File: src/design/scache_pkg.sv
// ---------------------------------------------------------------------------
// Sector cache package
// Constants, types and command/status structs shared by the cache modules.
// ---------------------------------------------------------------------------
package scache_pkg;

  localparam int Entries = 256;
  localparam int IdxW = $clog2(Entries);
  localparam int CntW = $clog2(Entries + 1);

  localparam logic [1:0] OP_READ  = 2'd0;
  localparam logic [1:0] OP_WRITE = 2'd1;
  localparam logic [1:0] OP_CLEAR = 2'd2;
  localparam logic [1:0] OP_NOP   = 2'd3;

  localparam logic [1:0] ST_HIT     = 2'd0;
  localparam logic [1:0] ST_FILLED  = 2'd1;
  localparam logic [1:0] ST_FAILED  = 2'd2;
  localparam logic [1:0] ST_CLEARED = 2'd3;

  localparam logic [7:0] ALL_DISKS = 8'hFF;

  typedef struct packed {
    logic load;        // capture request, reset scan
    logic scan;        // step one slot of the scan
    logic hit_upd;     // refresh hit slot
    logic evict;       // invalidate victim
    logic fill;        // write fill slot
    logic wb_clear;    // zero writeback fields
    logic clr_reset;   // zero clear count
  } scache_cmd_t;

  typedef struct packed {
    logic scan_last;   // scan counter has passed the last slot
    logic hit;         // match found
    logic have_victim;
    logic have_free;
    logic full;
  } scache_sts_t;

endpackage

File: src/design/scache_ctrl.sv
// ---------------------------------------------------------------------------
// Sector cache controller
// Sequences scan, hit update, eviction, fill and result handshake.
// ---------------------------------------------------------------------------
module scache_ctrl import scache_pkg::*; (
  input  logic        clk,
  input  logic        rst,
  input  logic        in_valid,
  output logic        in_ready,
  input  logic [1:0]  operation,
  input  logic        sector_available,
  output scache_cmd_t cmd,
  input  scache_sts_t sts,
  output logic        out_valid,
  input  logic        out_ready,
  output logic [1:0]  status,
  output logic        slot_sel_hit,
  output logic        result_clear
);

  localparam logic [2:0] S_IDLE  = 3'd0;
  localparam logic [2:0] S_SCAN  = 3'd1;
  localparam logic [2:0] S_EVICT = 3'd2;
  localparam logic [2:0] S_FILL  = 3'd3;
  localparam logic [2:0] S_OUT   = 3'd4;

  logic [2:0] state;
  logic [2:0] state_next;
  logic [1:0] op;
  logic       avail;

  assign in_ready = (state == S_IDLE) && !out_valid;

  always_comb begin
    cmd = '0;
    state_next = state;
    case (state)
      S_IDLE: begin
        if (in_valid && in_ready) begin
          cmd.load = 1'b1;
          cmd.wb_clear = 1'b1;
          cmd.clr_reset = 1'b1;
          state_next = (operation == OP_NOP) ? S_OUT : S_SCAN;
        end
      end
      S_SCAN: begin
        if (sts.scan_last) begin
          cmd.scan = 1'b1;
          if (op == OP_CLEAR) begin
            state_next = S_OUT;
          end else begin
            state_next = S_EVICT;
          end
        end else begin
          cmd.scan = 1'b1;
        end
      end
      S_EVICT: begin
        if (sts.hit) begin
          cmd.hit_upd = 1'b1;
          state_next = S_OUT;
        end else begin
          cmd.evict = sts.full && sts.have_victim;
          state_next = avail ? S_FILL : S_OUT;
        end
      end
      S_FILL: begin
        cmd.fill = 1'b1;
        state_next = S_OUT;
      end
      S_OUT: state_next = S_OUT;
      default: state_next = S_IDLE;
    endcase
  end

  always_ff @(posedge clk) begin
    if (rst) begin
      state <= S_IDLE;
      out_valid <= 1'b0;
      status <= ST_HIT;
      slot_sel_hit <= 1'b0;
      result_clear <= 1'b0;
    end else begin
      if (out_valid && out_ready) begin
        out_valid <= 1'b0;
      end
      if (state == S_OUT) begin
        state <= S_IDLE;
        out_valid <= 1'b1;
      end else begin
        state <= state_next;
      end
      if (cmd.load) begin
        op <= operation;
        avail <= sector_available;
        result_clear <= 1'b1;
        if (operation[1]) begin
          status <= ST_CLEARED;
        end
      end
      if (state == S_EVICT) begin
        if (sts.hit) begin
          status <= ST_HIT;
          slot_sel_hit <= 1'b1;
          result_clear <= 1'b0;
        end else if (avail) begin
          status <= ST_FILLED;
          slot_sel_hit <= 1'b0;
          result_clear <= 1'b0;
        end else begin
          status <= ST_FAILED;
        end
      end
    end
  end

endmodule

File: config.mk
export PLATFORM = sky130hd
export DESIGN_NAME = scache_ctrl
export DESIGN_NICKNAME = d
export VERILOG_FILES = /design/src/design/scache_pkg.sv /design/src/design/scache_ctrl.sv
export SDC_FILE = /design/constraint.sdc
export NUM_CORES = 1
export LEC_CHECK = 0
export BUFFER_PORTS_ARGS = -buffer_cell sky130_fd_sc_hd__buf_4
export CORE_UTILIZATION = 30
export DETAILED_ROUTE_END_ITERATION = 10
export PLACE_DENSITY = 0.6
export SLEW_MARGIN = 20
export SYNTH_ARGS = -nofsm -noshare
export SYNTH_HDL_FRONTEND = slang
export SYNTH_SLANG_ARGS = --single-unit
File: constraint.sdc
create_clock -name clk -period 1.5 [get_ports clk]
set_clock_uncertainty 0.1 [all_clocks]
set_input_delay 0.3 -clock clk [delete_from_list [all_inputs] [get_ports clk]]
set_output_delay 0.3 -clock clk [all_outputs]
set_load 0.05 [all_outputs]
==> reports/qor.csv <==
metric,value,unit
io_pins,25,
endpoint_kind,output port,
cap_viol_max_count,0,
clock_power_share,18.5,%
ctsHoldBuffers,0,
cts_tree,done,
grt_overflow,0,
synth_top_area_share,27.7,%
placed_cells,107,
syn-instance-count,56,
period_needed,1.73,ns
root_buffer,clkbuf_4,
syn_nets,68,
start_util,32.8,%
clock_path_buffers,2,
clk_pin_slew,0.07,ns
path_buf_inv,1,
yosys-top-cells-area,"dfxtp_1 (28%), edfxtp_1 (16%), a2111oi_2 (5.2%)",
port_buffers,23,
cp-start-kind,register,
cp.required,1.10,ns
grtUsageTotal,14.8,%
period_share,115,%
totalWireLength,1560,um
cts.sinks,11,
hold_violations,0,
syn_avg_cell_area,10.3,um2
die_y,45.9,um
dominantRegCellSynth,dfxtp_1,
rsz0062_at_grt,yes,
cts-buffers-inserted,3,
grt_max_degree,9,
top_usage_layer,met2,
yosysMostFrequentCell,dfxtp_1,
cts-htree-levels,1,
fp-row-count,15,
nets,105,
power_density,1090,nW/um2
antenna_found_initial,0,
worst_pin_slew,0.255,ns
n_antenna_cell,0,
violations,negative setup slack,
synth-edff-count,3,
min_path_type,input pin to register,
synthArstFlopShare,0,%
synth_top_area_cell,dfxtp_1,
power.switching,0.000414,W
vias,577,
wl_per_cell,13.4,um
critPathTopFamily,simple AND/OR/NAND/NOR gates,
peakVddDrop,0.747,mV
met1_usage,18.6,%
relSlewSlack,83.0,%
utilization,56.7,%
slowest_delay,0.36,ns
combPwrFrac,48.4,%
grt_pass1_wl,2160,um
post-dp-hpwl,1050,um
fp.dieW,45.9,um
ant_nets,0,
setup.worst_path.class,register to output port,
synth_cell_types,29,
power.total,0.00109,W
setup_violations,12,
drt_iter0_drc,15,
vias_per_cell,4.93,
ys_ff_latch,11,
ys_seq_area_share,43.3,%
yosys-top-cells-count,"dfxtp_1 (8), inv_1 (4)",
grt_pass1_vias,485,
fmax,578,MHz
core,1760,um2
cp_max_fo,5,
dr.pass1.iters,4,
gp_congestion,0.693,
instances_no_fill,117,
switching_share,37.9,%
tns,-1.38,ns
slowest_stage,dfxtp_2,
run_status,finished with violations,
yosys_warnings,0,
netlist_area,578,um2
clkLatencyLatePin,0.27,ns
met3_usage,1.19,%
path_cells,nor4_4 -> and2_4 -> buf_8,
drv_slew,0,
seq_power_share,33.1,%
crit_arrival,1.33,ns
layout-drive-gt1-share,60.9,%
setup_ws,-0.232,ns
drc,0,
dp_slack,0.00548,ns
area_growth,73.2,%
die-area,2110,um2
use_met2,24.5,%
internal_power,0.000677,W
p_leak,0.424,nW
-- repair_timing --
action / 4_1_cts / 5_1_grt
pin swaps: 3 / 2
setup buffers: 3 / 3
endpoints found under the setup margin: 8 / 13
gates resized for setup: 20 / 7
-- path summary, 6_finish.rpt --
path	from	to	slack [ns]	depth (start not counted)
worst min register to register	status[1]$_SDFFE_PP0P_	status[1]$_SDFFE_PP0P_	0.37	2
worst min-delay path	sector_available	avail$_DFFE_PP_	0.10	1
worst max-delay path	state[2]$_SDFFE_PP0P_	cmd[1]	-0.23	3
worst max register to register	state[2]$_SDFFE_PP0P_	op[0]$_DFFE_PP_	-0.01	3
-- logic make-up after synthesis --
logic type             synth area share [%]
AOI/OAI and AO/OA                      23.6
buffers and inverters                  6.92
DFF                                    43.3
and+or+nand+nor                        26.2
-- layout by cell type (no fill, tap or decap), types with 2 or more instances in the layout --
master | netlist | final
a2111oi_2 | 2 | 2
edfxtp_1 | 3 | 3
buf_4 | 2 | 25
buf_8 | 0 | 5
dfxtp_1 | 8 | 4
dfxtp_4 | 0 | 3
nor2_1 | 2 | 2
a21boi_0 | 2 | 2
nand2b_1 | 2 | 2
buf_6 | 0 | 6
nor3b_4 | 1 | 2
and2_4 | 0 | 2
nor3_1 | 3 | 2
a211o_1 | 2 | 2
clkbuf_4 | 0 | 3
inv_1 | 4 | 2
nor2b_1 | 3 | 2
o21a_1 | 2 | 2
a21oi_1 | 3 | 3
-- routing by layer --
layer	routed length, um	vias up
met1	627	276
met2	851	20
met4	10	0
li1	-	279
met5	0	-
met3	71	2
-- per-stage QoR --
step / hold slack, ns / area, um2
after global placement: 0.351 / 840
final: 0.105 / 1000
after global routing: 0.0979 / 1000
after detailed placement: 0.360 / 840
after floorplan: 0.265 / 628
after CTS: 0.101 / 957
-- power groups by stage --
stage	logic [W]	clock network, W	registers (W)
after global placement	0.000429	0	0.000366
final	0.000528	0.000202	0.000361
after CTS	0.000492	0.000208	0.000360
after floorplan	0.000277	0	0.000406
after global routing	0.000553	0.000223	0.000364
after detailed placement	0.000432	0	0.000367
-- cell type report --
class / count / area (um2)
Fill cell: 168 / 763
Clock buffer: 4 / 26.3
Timing Repair Buffer: 36 / 330
Tap cell: 25 / 31.3
Sequential cell: 11 / 263
Multi-Input combinational cell: 37 / 333
Inverter: 4 / 17.5
-- flip-flops by register name (all words and copies together) (netlist names) --
name	flops
result_clear	1
status	2
out_valid	1
avail	1
state	3
slot_sel_hit	1
op	2
(Power assumes the default switching activity.)
